<file path="config.mk">
export PLATFORM = sky130hd
export DESIGN_NAME = tiled_glyph_blit
export DESIGN_NICKNAME = d
export VERILOG_FILES = /design/src/hdl/tgb_pkg.sv /design/src/hdl/tiled_glyph_blit.sv /design/src/hdl/tgb_row_setup.sv /design/src/hdl/tgb_lane.sv /design/src/hdl/tgb_merge.sv
export SDC_FILE = /design/constraint.sdc
export NUM_CORES = 1
export LEC_CHECK = 0
export BUFFER_PORTS_ARGS = -buffer_cell sky130_fd_sc_hd__buf_2
export CAP_MARGIN = 20
export CORE_ASPECT_RATIO = 0.5
export CORE_UTILIZATION = 45
export DETAILED_ROUTE_END_ITERATION = 10
export PLACE_DENSITY = 0.73
export SLEW_MARGIN = 15
export SYNTH_ARGS = -nofsm -noshare
export SYNTH_HDL_FRONTEND = slang
export SYNTH_SLANG_ARGS = --single-unit
</file>
<file path="constraint.sdc">
create_clock -name i_clk -period 13.7 [get_ports i_clk]
set_input_delay 1.37 -clock i_clk [delete_from_list [all_inputs] [get_ports i_clk]]
set_output_delay 1.37 -clock i_clk [all_outputs]
set_load 0.005 [all_outputs]
</file>
<file path="src/hdl/tgb_pkg.sv">
// Package for the tiled glyph blitter: payload words, row setup record, constants.
// No dependencies; imported by every module of the block.
`timescale 1ns / 1ps

package tgb_pkg;

    // pixels per glyph row, one lane per pixel
    localparam int LANES     = 16;
    localparam int PIX_W     = 4;
    localparam int ADDR_W    = 15;
    localparam int CFG_W     = 6;
    localparam int CFG_IDX_W = 2;

    // configuration register indexes
    localparam logic [CFG_IDX_W-1:0] CFG_WIN_WIDTH  = 2'd0;
    localparam logic [CFG_IDX_W-1:0] CFG_WIN_HEIGHT = 2'd1;

    typedef struct packed {
        logic [3:0]            glyph_row;
        logic [LANES*PIX_W-1:0] row_pixels;
        logic [4:0]            glyph_width;
        logic [4:0]            glyph_height;
        logic [7:0]            left_x;
        logic [7:0]            top_y;
    } t_in_word;

    typedef struct packed {
        logic [ADDR_W-1:0] byte_address;
        logic              upper_nibble;
        logic [PIX_W-1:0]  pixel_value;
        logic              last_write;
    } t_out_word;

    // registered row setup handed to the lanes and the merge stage
    typedef struct packed {
        logic                   valid;
        logic [ADDR_W-1:0]      base;
        logic [7:0]             left_x;
        logic [LANES*PIX_W-1:0] pixels;
        logic [LANES-1:0]       mask;
    } t_row_setup;

endpackage

</file>
<file path="src/hdl/tiled_glyph_blit.sv">
// Top level of the tiled 4bpp glyph row blitter.
// Instantiates tgb_row_setup, sixteen tgb_lane and tgb_merge; depends on tgb_pkg.
//
// Usage:
//   Input channel (i_in_valid / o_in_stall / i_in_word) takes one glyph row
//   per word. Output channel (o_out_valid / i_out_stall / o_out_word) gives
//   one nibble write per word, left to right, last_write set on the final
//   write of a row. Rows that are clipped away or fully transparent give
//   no words at all.
//   Configuration (i_cfg_valid / o_cfg_ready / i_cfg_index / i_cfg_data)
//   sets window width and height in tiles; write only while idle.
//   A taken row passes through the setup register, the row buffer and the
//   output register before its first write. Throughput: one write per cycle
//   while the receiver does not stall; a row holds the row buffer until its
//   opaque visible pixels (up to 16) are written. Setup stage and row buffer
//   overlap, so the next row is taken while the current one drains.
//   Reset: synchronous, active low; pipeline empties, window returns to
//   1 x 1 tiles. When the receiver stalls, the output word holds and the
//   pipeline fills, then o_in_stall rises.
`timescale 1ns / 1ps

module tiled_glyph_blit
    import tgb_pkg::*;
#(
    parameter int MAX_WINDOW_TILES = 32,
    parameter int GLYPH_SIZE       = 16
) (
    input  logic                 i_clk,
    input  logic                 i_rst_n,
    // row input
    input  logic                 i_in_valid,
    output logic                 o_in_stall,
    input  t_in_word             i_in_word,
    // write output
    output logic                 o_out_valid,
    input  logic                 i_out_stall,
    output t_out_word            o_out_word,
    // configuration
    input  logic                 i_cfg_valid,
    output logic                 o_cfg_ready,
    input  logic [CFG_IDX_W-1:0] i_cfg_index,
    input  logic [CFG_W-1:0]     i_cfg_data
);

    logic [CFG_W-1:0] r_win_width, r_win_height;

    t_row_setup                   w_setup;
    logic                         w_take;
    logic [LANES-1:0][ADDR_W-1:0] w_lane_addr;
    logic [LANES-1:0]             w_lane_upper;

    // configuration registers
    assign o_cfg_ready = 1'b1;

    always_ff @(posedge i_clk) begin
        if (!i_rst_n) begin
            r_win_width  <= CFG_W'(1);
            r_win_height <= CFG_W'(1);
        end else if (i_cfg_valid && o_cfg_ready) begin
            case (i_cfg_index)
                CFG_WIN_WIDTH:  r_win_width  <= i_cfg_data;
                CFG_WIN_HEIGHT: r_win_height <= i_cfg_data;
                default: ;
            endcase
        end
    end

    tgb_row_setup #(
        .MAX_WINDOW_TILES (MAX_WINDOW_TILES),
        .GLYPH_SIZE       (GLYPH_SIZE)
    ) u_setup (
        .i_clk        (i_clk),
        .i_rst_n      (i_rst_n),
        .i_in_valid   (i_in_valid),
        .o_in_stall   (o_in_stall),
        .i_in_word    (i_in_word),
        .i_win_width  (r_win_width),
        .i_win_height (r_win_height),
        .i_take       (w_take),
        .o_setup      (w_setup)
    );

    // one lane per pixel column
    for (genvar k = 0; k < LANES; k++) begin : g_lane
        tgb_lane u_lane (
            .i_lane   (4'(k)),
            .i_base   (w_setup.base),
            .i_left_x (w_setup.left_x),
            .o_addr   (w_lane_addr[k]),
            .o_upper  (w_lane_upper[k])
        );
    end

    tgb_merge u_merge (
        .i_clk        (i_clk),
        .i_rst_n      (i_rst_n),
        .i_setup      (w_setup),
        .i_lane_addr  (w_lane_addr),
        .i_lane_upper (w_lane_upper),
        .o_take       (w_take),
        .o_out_valid  (o_out_valid),
        .i_out_stall  (i_out_stall),
        .o_out_word   (o_out_word)
    );

    // a transparent pixel never produces a write
    a_opaque_only: assert property (@(posedge i_clk) disable iff (!i_rst_n)
        o_out_valid |-> (o_out_word.pixel_value != '0))
        else $error("write with transparent pixel value");

    // input stalls only while the setup stage holds a row
    a_stall_cause: assert property (@(posedge i_clk) disable iff (!i_rst_n)
        o_in_stall |-> w_setup.valid)
        else $error("input stalled with empty setup stage");

    // output is empty right after reset
    a_reset_empty: assert property (@(posedge i_clk)
        $past(!i_rst_n) |-> !o_out_valid)
        else $error("output valid after reset");

endmodule

</file>
<file path="src/hdl/tgb_row_setup.sv">
// Row setup stage: clipping, row base address and per-lane write mask.
// Depends on tgb_pkg.
`timescale 1ns / 1ps

module tgb_row_setup
    import tgb_pkg::*;
#(
    parameter int MAX_WINDOW_TILES = 32,
    parameter int GLYPH_SIZE       = 16
) (
    input  logic             i_clk,
    input  logic             i_rst_n,
    input  logic             i_in_valid,
    output logic             o_in_stall,
    input  t_in_word         i_in_word,
    input  logic [CFG_W-1:0] i_win_width,
    input  logic [CFG_W-1:0] i_win_height,
    input  logic             i_take,
    output t_row_setup       o_setup
);

    logic              r_valid;
    logic [ADDR_W-1:0] r_base;
    logic [7:0]        r_left_x;
    logic [LANES*PIX_W-1:0] r_pixels;
    logic [LANES-1:0]  r_mask;

    logic [ADDR_W-1:0] n_base;
    logic [LANES-1:0]  n_mask;

    logic [6:0]         w_stride, w_tiles_h;
    logic [4:0]         w_gw, w_gh;
    logic signed [10:0] w_room_w, w_room_h, w_vis_w, w_vis_h;
    logic               w_row_ok;
    logic [8:0]         w_y;
    logic [12:0]        w_tile_row_off;
    logic               w_accept;

    assign w_accept   = i_in_valid && !o_in_stall;
    assign o_in_stall = r_valid && !i_take;

    // saturate window and glyph sizes
    assign w_stride  = ({1'b0, i_win_width} > 7'(MAX_WINDOW_TILES)) ?
                       7'(MAX_WINDOW_TILES) : {1'b0, i_win_width};
    assign w_tiles_h = ({1'b0, i_win_height} > 7'(MAX_WINDOW_TILES)) ?
                       7'(MAX_WINDOW_TILES) : {1'b0, i_win_height};
    assign w_gw = (i_in_word.glyph_width > 5'(GLYPH_SIZE)) ?
                  5'(GLYPH_SIZE) : i_in_word.glyph_width;
    assign w_gh = (i_in_word.glyph_height > 5'(GLYPH_SIZE)) ?
                  5'(GLYPH_SIZE) : i_in_word.glyph_height;

    // clipped extents, may go negative
    assign w_room_w = $signed({1'b0, w_stride, 3'b000}) - $signed({3'b000, i_in_word.left_x});
    assign w_room_h = $signed({1'b0, w_tiles_h, 3'b000}) - $signed({3'b000, i_in_word.top_y});
    assign w_vis_w  = (w_room_w < $signed({6'd0, w_gw})) ? w_room_w : $signed({6'd0, w_gw});
    assign w_vis_h  = (w_room_h < $signed({6'd0, w_gh})) ? w_room_h : $signed({6'd0, w_gh});

    assign w_row_ok = (w_vis_w > 11'sd0) && (w_vis_h > 11'sd0)
                   && ({1'b0, i_in_word.glyph_row} < 5'(GLYPH_SIZE))
                   && ($signed({7'd0, i_in_word.glyph_row}) < w_vis_h);

    // row base: tile row times stride times 32, plus 4 bytes per pixel row
    assign w_y            = {1'b0, i_in_word.top_y} + {5'd0, i_in_word.glyph_row};
    assign w_tile_row_off = 13'(w_y[8:3] * w_stride);
    assign n_base = ADDR_W'({w_tile_row_off, 5'b00000}) + ADDR_W'({w_y[2:0], 2'b00});

    // lane is written when visible and opaque
    always_comb begin
        for (int k = 0; k < LANES; k++) begin
            n_mask[k] = w_row_ok && ($signed(11'(k)) < w_vis_w)
                     && (i_in_word.row_pixels[k*PIX_W +: PIX_W] != '0);
        end
    end

    always_ff @(posedge i_clk) begin
        if (!i_rst_n) begin
            r_valid <= 1'b0;
        end else if (w_accept) begin
            r_valid <= 1'b1;
        end else if (i_take) begin
            r_valid <= 1'b0;
        end
    end

    always_ff @(posedge i_clk) begin
        if (w_accept) begin
            r_base   <= n_base;
            r_left_x <= i_in_word.left_x;
            r_pixels <= i_in_word.row_pixels;
            r_mask   <= n_mask;
        end
    end

    assign o_setup.valid  = r_valid;
    assign o_setup.base   = r_base;
    assign o_setup.left_x = r_left_x;
    assign o_setup.pixels = r_pixels;
    assign o_setup.mask   = r_mask;

endmodule

</file>
<file path="src/hdl/tgb_lane.sv">
// One pixel lane: byte address and nibble select for one column of the row.
// Depends on tgb_pkg.
`timescale 1ns / 1ps

module tgb_lane
    import tgb_pkg::*;
(
    input  logic [3:0]        i_lane,
    input  logic [ADDR_W-1:0] i_base,
    input  logic [7:0]        i_left_x,
    output logic [ADDR_W-1:0] o_addr,
    output logic              o_upper
);

    logic [8:0] w_x;

    // x = left_x + lane; byte within pixel row, then 32 bytes per tile column
    assign w_x     = {1'b0, i_left_x} + {5'd0, i_lane};
    assign o_addr  = i_base + ADDR_W'(w_x[2:1]) + ADDR_W'({w_x[8:3], 5'b00000});
    assign o_upper = w_x[0];

endmodule

</file>
<file path="src/hdl/tgb_merge.sv">
// Merge stage: holds one row of lane results and emits the opaque ones in column
// order, one word per cycle when not stalled, via an output register; uses tgb_pkg.
`timescale 1ns / 1ps

module tgb_merge
    import tgb_pkg::*;
(
    input  logic                          i_clk,
    input  logic                          i_rst_n,
    input  t_row_setup                    i_setup,
    input  logic [LANES-1:0][ADDR_W-1:0]  i_lane_addr,
    input  logic [LANES-1:0]              i_lane_upper,
    output logic                          o_take,
    output logic                          o_out_valid,
    input  logic                          i_out_stall,
    output t_out_word                     o_out_word
);

    logic [LANES-1:0]             r_pend, n_pend;
    logic [LANES-1:0][ADDR_W-1:0] r_addr;
    logic [LANES-1:0]             r_upper;
    logic [LANES-1:0][PIX_W-1:0]  r_val;
    logic                         r_out_valid;
    t_out_word                    r_out;

    logic             w_out_free, w_emit;
    logic [LANES-1:0] w_pick, w_pend_after;
    logic [3:0]       w_idx;

    assign w_out_free = !r_out_valid || !i_out_stall;
    assign w_emit     = (r_pend != '0) && w_out_free;

    // lowest pending column first
    assign w_pick = r_pend & (~r_pend + LANES'(1));
    always_comb begin
        w_idx = '0;
        for (int i = 0; i < LANES; i++) begin
            if (w_pick[i]) begin
                w_idx = 4'(i);
            end
        end
    end

    assign w_pend_after = w_emit ? (r_pend & ~w_pick) : r_pend;
    assign o_take       = (w_pend_after == '0);

    always_comb begin
        n_pend = w_pend_after;
        if (i_setup.valid && o_take) begin
            n_pend = i_setup.mask;
        end
    end

    always_ff @(posedge i_clk) begin
        if (!i_rst_n) begin
            r_pend      <= '0;
            r_out_valid <= 1'b0;
        end else begin
            r_pend <= n_pend;
            if (w_out_free) begin
                r_out_valid <= w_emit;
            end
        end
    end

    // row buffer load
    always_ff @(posedge i_clk) begin
        if (i_setup.valid && o_take) begin
            r_addr  <= i_lane_addr;
            r_upper <= i_lane_upper;
            r_val   <= i_setup.pixels;
        end
    end

    // output word
    always_ff @(posedge i_clk) begin
        if (w_emit) begin
            r_out.byte_address <= r_addr[w_idx];
            r_out.upper_nibble <= r_upper[w_idx];
            r_out.pixel_value  <= r_val[w_idx];
            r_out.last_write   <= (w_pend_after == '0);
        end
    end

    assign o_out_valid = r_out_valid;
    assign o_out_word  = r_out;

endmodule

</file>
==> flow_metrics.tcl, run 1 <==
set metrics [dict create \
    post_cts_resize_count 0 \
    final_util_pct 51.2 \
    dp_hpwl_um 40100 \
    cts.sinks 393 \
    cts_setup_buffers 0 \
    ys_types 85 \
    syn-num-nets 2206 \
    drt_wl_total_um 55100 \
    vias 15174 \
    dr.pass1.iters 5 \
    ctsHoldBuffers 0 \
    clock.fmax_ghz 0.164 \
    hold_path_class "flip-flop to flip-flop" \
    gr-usage-all-layers_pct 21.6 \
    fillerInstances 4194 \
    worstPathMaxFanout 12 \
    grt.overflow.total 0 \
    die_y_um 160 \
    placed_area_sq_mm 0.0238 \
    remaining_drc_errors 0 \
    ant_nets 0 \
    endpoint_kind "flip-flop" \
    dr.first_iter.drc_count 1302 \
    cts_buffers 37 \
    fin_area_sq_mm 0.0251 \
    antenna_found_initial 7 \
    ys_warn_count 0 \
    viasPerCell 5.60 \
    worstMarginPinSlew_ns 1.19 \
    clk_latency_ns 0.56 \
    nets 2321 \
    path_class "input pin to flip-flop" \
    fin_worst_skew_ns 0.0283 \
    clockBufferDepth 3 \
    grt_pass1_wl_um 85500 \
    run_status "complete, no violations" \
    grt_max_degree 197 \
    grt_pass1_vias 15040 \
    syn_avg_cell_area_sq_um 11.8 \
    worstPathArrival_ns 6.41 \
    finalMaxSlewViolations 0 \
    regArea_sq_mm 0.0115 \
    core_area_sq_mm 0.0490 \
    io_pins 131 \
    synth_enable_flop_cells 363 \
    finalCritPeriodShare_pct 44.4 \
    grtUsageMet1_pct 29.8 \
    die_w_um 318 \
    start_kind "input pin" \
    gp_congestion 0.921 \
    seq_area_frac_synth_pct 51.1 \
    rsz0062_at_grt "false" \
    required_ns 14.02 \
    ys_seq_elements 393 \
    setup_viol 0 \
    syn_inst 1913 \
    die_area_sq_mm 0.0510 \
    slew_headroom_pct 20.2 \
    use_met2_pct 34.5 \
    root_buffer "clkbuf_16" \
    syn-cell-area_sq_mm 0.0225 \
    clk_pin_slew_ns 0.07 \
    gr-max-usage-layer "met2" \
    min_period_ns 6.08 \
    final_hold_viol_count 0 \
    async_reset_ff_share_pct 0 \
    synthFlopType "edfxtp_1" \
    cts_max_level 2 \
    wire_per_inst_um 20.3 \
    multiInputGateArea_sq_mm 0.0103 \
    tritoncts "built" \
    io_buffers 129 \
    rows 57 \
    syn2layout_area_growth_pct 11.4 \
    met3_usage_pct 4.55 \
    drv_cap 0 \
    drive_above_1_share_pct 13.3 \
    start_util_pct 46.0 \
    tns_ns 0 \
]
-- final timing paths --
path	from	endpoint	slack, ns	cells after the start
max	i_in_word[4]	u_setup.r_mask[6]$_DFFE_PP_	7.62	20
min reg2reg	u_setup.r_pixels[1]$_DFFE_PP_	u_merge.r_val[1]$_DFFE_PP_	0.42	0
max reg2reg	r_win_width[5]$_SDFFE_PN0P_	u_setup.r_mask[6]$_DFFE_PP_	7.96	15
min	u_setup.r_pixels[1]$_DFFE_PP_	u_merge.r_val[1]$_DFFE_PP_	0.42	0
-- flip-flops by register name (all words and copies together), names as in the netlist, 8 cells and up --
register            count
u_merge.o_out_word     21
u_merge.r_addr        175
u_merge.r_pend         16
u_merge.r_val          64
u_setup.r_base         13
u_setup.r_left_x        8
u_setup.r_mask         16
u_setup.r_pixels       64
-- cells in the mapped netlist, types with 10 or more instances --
library cell  number  area (sq um)
nor2b_1           34           213
buf_2             17          85.1
edfxtp_1         363         10900
o22ai_1           14          87.6
a32o_1            47           470
a21o_1            28           210
xnor2_1          151          1320
fa_1              33           661
nor2_1           135           507
nand2b_1          10          62.6
mux2i_1           56           561
xor2_1            67           587
o21bai_1          36           270
and2_1            13          81.3
nor4_1            36           225
dfxtp_1           30           601
ha_1             153          1910
nor3_1            16          80.1
mux2_2            27           304
inv_1            106           398
clkbuf_1          45           169
nand2_1          160           601
nand3_1           17          85.1
a21oi_1          106           531
o21ai_0           54           270
-- per-layer routing --
layer | up-vias | routed length (um)
met2 | 466 | 25200
met3 | 79 | 4110
met4 | 4 | 1150
li1 | 7215 | -
met1 | 7410 | 24600
met5 | - | 31
-- cell families after synthesis --
group	count (synthesis)	synth area share [%]
muxes	83	3.84
adders and majority gates	186	11.4
AOI/OAI and AO/OA	356	10.9
other	1	0.0166
and+or+nand+nor	491	10.9
DFF	393	51.1
buffers and inverters	185	3.36
xor gates and xnor gates	218	8.48
-- worst max-delay path, stage by stage --
cell	delay, ns
buf_2	0.10
inv_1	0.08
ha_1	0.43
nand3_2	0.12
or3b_1	0.37
or4_1	0.39
and3_1	0.17
a211o_1	0.33
a211o_1	0.28
ha_1	0.50
inv_1	0.12
o21a_1	0.22
ha_1	0.31
a21oi_1	0.15
a31oi_1	0.09
a311oi_1	0.49
o31a_1	0.23
o41ai_4	0.14
buf_6	0.19
a2111oi_0	0.32
-- area by class of cell --
cell class	count	area share, %
diodes	5	0.0499
clock buffers	44	3.79
repair buffers	153	3.38
inverters	108	1.62
flip-flops and latches	393	45.8
well taps	649	3.24
multi-input cells	1335	41.1
clock inverters	23	1.03
-- placed cells by master (no fill, tap or decap), types with 5 or more instances in the layout --
| cell type | count |
|---|---|
| nor2_1 | 135 |
| clkbuf_16 | 37 |
| nand2_1 | 160 |
| dfxtp_1 | 30 |
| buf_4 | 18 |
| buf_2 | 130 |
| clkinv_1 | 6 |
| nor4_1 | 35 |
| nor3_1 | 13 |
| ha_1 | 153 |
| a31oi_1 | 8 |
| mux2_2 | 27 |
| mux2i_1 | 56 |
| clkbuf_1 | 7 |
| edfxtp_1 | 363 |
| a32o_1 | 47 |
| o21bai_1 | 36 |
| a21oi_1 | 106 |
| o21ai_0 | 54 |
| and2_1 | 13 |
| fa_1 | 33 |
| o22ai_1 | 14 |
| nand2b_1 | 10 |
| diode_2 | 5 |
| xor2_1 | 67 |
| a211oi_1 | 5 |
| o211a_1 | 5 |
| and4_1 | 5 |
| o21a_1 | 8 |
| or4_1 | 6 |
| a21o_1 | 28 |
| nand3_1 | 17 |
| a2111oi_0 | 5 |
| xnor2_1 | 151 |
| nor3_2 | 12 |
| inv_1 | 106 |
| and3_1 | 6 |
| nor2b_1 | 33 |
| or3_1 | 6 |
-- per-stage QoR --
step,hold WS [ns],instances,setup slack (ns)
CTS,0.419,2701,7.65
global route,0.423,2709,7.24
floorplan,0.400,1913,4.91
global placement,0.401,2633,7.18
detailed placement,0.405,2634,7.09
finish,0.418,2710,7.62
Power of run 1 is left out: the tool's default activity adds up to more than one toggle a clock period on the data nets, which glitch-free logic cannot reach.
==> run 2, diff against run 1 <==
--- a/config.mk
+++ b/config.mk
@@ -10,7 +10,7 @@
 export CORE_ASPECT_RATIO = 0.5
 export CORE_UTILIZATION = 45
 export DETAILED_ROUTE_END_ITERATION = 10
-export PLACE_DENSITY = 0.73
+export PLACE_DENSITY = 0.75
 export SLEW_MARGIN = 15
 export SYNTH_ARGS = -nofsm -noshare
 export SYNTH_HDL_FRONTEND = slang
==> constraint.sdc (replaced) <==
create_clock -name i_clk -period 5.4 [get_ports i_clk]
set_input_delay 0.54 -clock i_clk [delete_from_list [all_inputs] [get_ports i_clk]]
set_output_delay 0.54 -clock i_clk [all_outputs]
set_load 0.005 [all_outputs]
==> run 2 against run 1 <==
Net effect:
- die area did not move
- design area rose by 1.2%
- hold slack got worse by 0.26 ns
- sequential share of layout area fell by 0.54 points
- global-route usage fell by 0.63 points
- flip-flop and latch count did not move
- final cell count rose by 0.74%
- wire length fell by 1.9%
- critical path depth fell by 1
- critical path type is now flip-flop to flip-flop
- core utilization rose by 0.63 points
- first-iteration DRC count rose by 13%
- clock skew fell by 0.0045 ns
==> flow_metrics.tcl, run 2 (synthesis results as in run 1) <==
set metrics [dict create \
    crit_path_cell_trace "nor2b_1, ha_2, nand3_2, or3b_1, or4_1, and3_1, a211o_1, a211o_1, ha_1, inv_1, o21a_1, ha_1, a21oi_1, a31oi_1, a311oi_2, o31a_1, o41ai_4, buf_4, a2111oi_1" \
    endpoint_kind "flip-flop" \
    drive_above_1_share_pct 14.5 \
    fin_worst_skew_ns 0.0237 \
    worstMarginPinSlew_ns 1.16 \
    root_buffer "clkbuf_16" \
    antenna_found_initial 5 \
    viasPerCell 5.63 \
    tritoncts "built" \
    required_ns 5.74 \
    r2r.worst_path.cells 19 \
    worstPathArrival_ns 5.47 \
    use_met2_pct 34.7 \
    drv_cap 0 \
    min_period_ns 5.13 \
    clock.fmax_ghz 0.195 \
    setup_viol 0 \
    layout_commonest_cell "edfxtp_1" \
    cts.sinks 393 \
    die_area_sq_mm 0.0510 \
    run_status "complete, no violations" \
    rrSetupSlack_ns 0.27 \
    start_util_pct 46.0 \
    reg2reg_to "u_setup.r_mask[5]$_DFFE_PP_" \
    start_kind "flip-flop" \
    final_cell_mix "edfxtp_1, nand2_1, ha_1" \
    grt_pass1_wl_um 83300 \
    clk_pin_slew_ns 0.07 \
    die_y_um 160 \
    reg_top3 "u_merge.r_addr (175), u_merge.r_val (64), u_setup.r_pixels (64)" \
    ctsHoldBuffers 0 \
    finalMaxSlewViolations 0 \
    critPathLaunch "r_win_height[5]$_SDFFE_PN0P_" \
    io_buffers 129 \
    core_area_sq_mm 0.0490 \
    final_util_pct 51.8 \
    gr-max-usage-layer "met2" \
    vias 15359 \
    clockBufferDepth 3 \
    rows 57 \
    gp_congestion 0.897 \
    finalCritPeriodShare_pct 95.1 \
    drt_wl_total_um 54100 \
    ant_nets 0 \
    hold_path_class "input pin to flip-flop" \
    critPathMaxStageDelay_ns 0.42 \
    r2r-start "r_win_height[5]$_SDFFE_PN0P_" \
    cts_buffers 39 \
    crit_family "compound AO/OA/AOI/OAI gates" \
    crit_end "u_setup.r_mask[5]$_DFFE_PP_" \
    slew_headroom_pct 21.9 \
    wire_per_inst_um 19.8 \
    dr.pass1.iters 6 \
    grt.overflow.total 0 \
    hold_ws_ns 0.160 \
    slowest_stage "ha_2" \
    critPathBufInv 2 \
    final_hold_viol_count 0 \
    dr.first_iter.drc_count 1474 \
    dp_hpwl_um 39500 \
    gr-usage-all-layers_pct 21.0 \
    rsz0062_at_grt "false" \
    io_pins 131 \
    diodes 0 \
    clk_latency_ns 0.57 \
    path_class "flip-flop to flip-flop" \
    cts_max_level 2 \
    grt_max_degree 104 \
    die_w_um 318 \
    nets 2344 \
    remaining_drc_errors 0 \
    met3_usage_pct 3.75 \
    grt_pass1_vias 15148 \
    syn2layout_area_growth_pct 12.8 \
    grtUsageMet1_pct 28.2 \
    largest_reg_flops 175 \
    top_register "u_merge.r_addr" \
    cp.depth 19 \
    worstPathMaxFanout 16 \
]
[run 2: cell types whose count changed in the layout (fill, tap and decap cells not counted), moves of 3 or more]
cell / previous run / this run
inv_6: 4 / 0
clkinv_2: 4 / 9
buf_4: 18 / 38
buf_12: 1 / 4
diode_2: 5 / 0
clkbuf_1: 7 / 4
[run 2: stage by stage]
step	area [sq um]	cells	TNS (ns)	setup WS (ns)
2_1_floorplan	22500	1913	0	0.0682
3_3_place_gp	24000	2655	0	0.115
3_5_place_dp	24000	2656	-0.0425	-0.0425
4_1_cts	25400	2727	0	0.00289
5_1_grt	25400	2730	0	0.0477
6_report	25400	2730	0	0.265
[run 2: what timing repair did]
action                     CTS  global route
setup endpoints to repair    0            16
resized for setup            0             5
buffers inserted             0             1
hold endpoints to repair     0             0
[run 2: metal layers]
metal / routed length, um / share of wire [%]
met1: 23200 / 43
met2: 25400 / 47
met3: 4090 / 7.6
met4: 1380 / 2.6
met5: 41 / 0.076
[run 2: layout make-up]
class                      count  area (sq um)
clock inverter                26           312
timing repair buffer         174          1040
inverter                     108           405
sequential                   393         11500
multi-input combinational   1335         10300
fill                        4047         23600
clock buffer                  45          1020
tap                          649           812
[run 2: worst min path at each step]
stage	from	endpoint	slack, ns	depth (start not counted)
2_1_floorplan	u_setup.r_base[2]$_DFFE_PP_	u_merge.r_addr[227]$_DFFE_PP_	0.40	0
3_3_place_gp	u_setup.r_pixels[40]$_DFFE_PP_	u_merge.r_val[40]$_DFFE_PP_	0.40	0
3_5_place_dp	u_setup.r_pixels[21]$_DFFE_PP_	u_merge.r_val[21]$_DFFE_PP_	0.40	0
4_1_cts	i_in_word[77]	u_setup.r_pixels[51]$_DFFE_PP_	0.14	1
5_1_grt	i_in_word[77]	u_setup.r_pixels[51]$_DFFE_PP_	0.14	1
6_report	i_in_word[77]	u_setup.r_pixels[51]$_DFFE_PP_	0.16	1
Power of run 2 is left out for the same reason.
==> run 3, diff against run 2 <==
--- a/config.mk
+++ b/config.mk
@@ -5,12 +5,13 @@
 export SDC_FILE = /design/constraint.sdc
 export NUM_CORES = 1
 export LEC_CHECK = 0
+export ABC_AREA = 1
 export BUFFER_PORTS_ARGS = -buffer_cell sky130_fd_sc_hd__buf_2
 export CAP_MARGIN = 20
 export CORE_ASPECT_RATIO = 0.5
-export CORE_UTILIZATION = 45
+export CORE_UTILIZATION = 55
 export DETAILED_ROUTE_END_ITERATION = 10
-export PLACE_DENSITY = 0.75
+export PLACE_DENSITY = 0.87
 export SLEW_MARGIN = 15
 export SYNTH_ARGS = -nofsm -noshare
 export SYNTH_HDL_FRONTEND = slang
==> run 3 against run 2 <==
Net effect:
- die area fell by 13%
- global-route usage rose by 7.1 points
- register-to-register slack improved by 0.25 ns
- via count rose by 23%
- count of clock-buffer cells in the layout fell by 4
- flip-flop and latch count did not move
- synthesized cell count rose by 35%
- clock skew fell by 0.0041 ns
- wire length rose by 14%
- final cell count rose by 20%
- critical path depth rose by 4
==> flow_metrics.tcl, run 3 <==
set metrics [dict create \
    syn2layout_area_growth_pct 9.89 \
    finalCritPeriodShare_pct 90.4 \
    rows 53 \
    syn_inst 2583 \
    io_pins 131 \
    drive_above_1_share_pct 8.74 \
    total_power_mw 18.2 \
    viasPerCell 5.76 \
    place_inst 3222 \
    critPathLaunch "r_win_width[1]$_SDFFE_PN0P_" \
    run_status "complete, no violations" \
    grt.overflow.total 0 \
    finalMaxSlewViolations 0 \
    grt_max_degree 122 \
    io_buffers 129 \
    gp_congestion 0.950 \
    synth_top_area_cell "edfxtp_1" \
    hold_path_class "input pin to flip-flop" \
    ctsHoldBuffers 0 \
    path_class "flip-flop to flip-flop" \
    cts_setup_buffers 0 \
    final_cell_mix "inv_1, nand2_1, edfxtp_1" \
    power_density_mw_per_mm2 694 \
    ant_nets 0 \
    synth_area_leaders "edfxtp_1, ha_1, inv_1" \
    clk_latency_ns 0.55 \
    top_register "u_merge.r_addr" \
    seq_area_frac_synth_pct 48.2 \
    clk_pin_slew_ns 0.06 \
    post_cts_resize_count 0 \
    ys_top_cells_by_count "inv_1, nand2_1, edfxtp_1, nand3_1, xor2_1" \
    path_common_cell "inv_1" \
    min_period_ns 4.88 \
    syn-num-nets 2876 \
    largest_reg_flops 175 \
    wire_per_inst_um 18.7 \
    clock.fmax_ghz 0.205 \
    synthFlopType "edfxtp_1" \
    syn_avg_cell_area_sq_um 9.24 \
    worstMarginPinSlew_ns 1.18 \
    synth_enable_flop_cells 363 \
    grt_pass1_wl_um 96000 \
    root_buffer "clkbuf_16" \
    final_hold_viol_count 0 \
    dp_hpwl_um 42800 \
    ys_warn_count 0 \
    start_util_pct 56.3 \
    clockBufferDepth 3 \
    ys_types 53 \
    r2r.worst_path.cells 23 \
    synth_top_area_share_pct 45.7 \
    r2r-start "r_win_width[1]$_SDFFE_PN0P_" \
    final_cells 3289 \
    dr.first_iter.drc_count 2462 \
    required_ns 5.66 \
    post-synth-top-count-cell "inv_1" \
    leakage_nw 12.2 \
    worstPathArrival_ns 5.14 \
    die_y_um 149 \
    fin_worst_skew_ns 0.0196 \
    reg_top3 "u_merge.r_addr (175), u_merge.r_val (64), u_setup.r_pixels (64)" \
    gr-usage-all-layers_pct 28.1 \
    cts_max_level 2 \
    layout_commonest_cell "inv_1" \
    dr.pass1.iters 7 \
    worstPathMaxFanout 10 \
    drv_cap 0 \
    worst_slack_ns 0.520 \
    slew_headroom_pct 21.2 \
    async_reset_ff_share_pct 0 \
    remaining_drc_errors 0 \
    tritoncts "built" \
    place_worst_setup_slack_ns 0.108 \
    rrSetupSlack_ns 0.52 \
    vias 18937 \
    antenna_found_initial 0 \
    core_area_sq_mm 0.0424 \
    nets 2978 \
    drt_wl_total_um 61600 \
    grt_pass1_vias 18386 \
    crit_end "u_setup.r_mask[10]$_DFFE_PP_" \
    cts.sinks 393 \
    rsz0062_at_grt "false" \
    die_w_um 297 \
    setup_viol 0 \
    slowest_stage "ha_1" \
    start_kind "flip-flop" \
    cts_buffers 37 \
    die_area_sq_mm 0.0443 \
    endpoint_kind "flip-flop" \
    crit_path_cell_trace "inv_1, nand2_1, o41ai_1, nand2_1, inv_1, ha_1, inv_1, o21ai_0, xor2_1, inv_1, ha_1, a21oi_1, o2111ai_1, ha_1, clkinv_1, a22oi_1, inv_1, nor2_1, nand3_1, nor2_1, nand2_1, nand3_2, nor3_1" \
    ys_seq_elements 393 \
    critPathMaxStageDelay_ns 0.38 \
    syn-cell-area_sq_mm 0.0239 \
    diodes 0 \
    reg2reg_to "u_setup.r_mask[10]$_DFFE_PP_" \
    vdd_drop_max_v 0.000439 \
]
[run 3: layout make-up]
class	instances	area (sq um)
fill	3160	16100
inverter	454	1710
sequential	393	11500
multi-input combinational	1646	10300
timing repair buffer	153	885
clock buffer	41	941
tap	577	722
clock inverter	25	169
[run 3: critical path, delay by kind of cell, from the launching register on]
family                     cells  cell delay, ns
adders and majority gates      3            0.89
DFF                            1            0.30
xor gates and xnor gates       1            0.19
and+or+nand+nor                8            1.24
AOI/OAI and AO/OA              5            1.24
buffers and inverters          6            0.75
[run 3: worst min path at each step]
| stage | slack [ns] | from | to | depth (start not counted) |
|---|---|---|---|---|
| after floorplan | 0.40 | u_setup.r_base[2]$_DFFE_PP_ | u_merge.r_addr[227]$_DFFE_PP_ | 0 |
| after global placement | 0.40 | u_setup.r_pixels[4]$_DFFE_PP_ | u_merge.r_val[4]$_DFFE_PP_ | 0 |
| after detailed placement | 0.40 | u_setup.r_pixels[15]$_DFFE_PP_ | u_merge.r_val[15]$_DFFE_PP_ | 0 |
| after CTS | 0.17 | i_in_word[52] | u_setup.r_pixels[26]$_DFFE_PP_ | 1 |
| after global routing | 0.17 | i_in_word[75] | u_setup.r_pixels[49]$_DFFE_PP_ | 1 |
| final | 0.18 | i_in_word[80] | u_setup.r_pixels[54]$_DFFE_PP_ | 1 |
[run 3: power breakdown]
group / total, mW / internal (mW) / switching (mW)
Combinational: 9.35 / 3.08 / 6.27
Sequential: 6.37 / 5.65 / 0.711
Clock: 2.48 / 1.35 / 1.13
[run 3: cell families after synthesis]
kind of cell	Yosys count	synth area share (%)
other	1	0.0157
muxes	2	0.0891
buffers and inverters	544	8.73
and+or+nand+nor	1022	19.5
DFF	393	48.2
AOI/OAI and AO/OA	234	5.32
xor gates and xnor gates	201	7.38
adders and majority gates	186	10.8
[run 3: per-stage QoR]
| step | hold WS, ns | cell area, sq um | util, % | setup TNS [ns] |
|---|---|---|---|---|
| 2_1_floorplan | 0.400 | 23900 | - | -12.71 |
| 3_3_place_gp | 0.400 | 25100 | 59.2 | 0 |
| 3_5_place_dp | 0.405 | 25100 | 59.3 | 0 |
| 4_1_cts | 0.174 | 26200 | 61.9 | 0 |
| 5_1_grt | 0.174 | 26200 | 61.9 | 0 |
| 6_report | 0.185 | 26200 | 61.9 | 0 |
[run 3: metal layers]
metal	up-vias	wire length (um)	GRT usage, %
met3	198	6610	5.74
met4	0	2460	11.4
met1	8858	23400	35.4
met5	-	0	0
li1	8755	-	-
met2	1126	29200	47.4
Power figures use the tool's default switching activity.
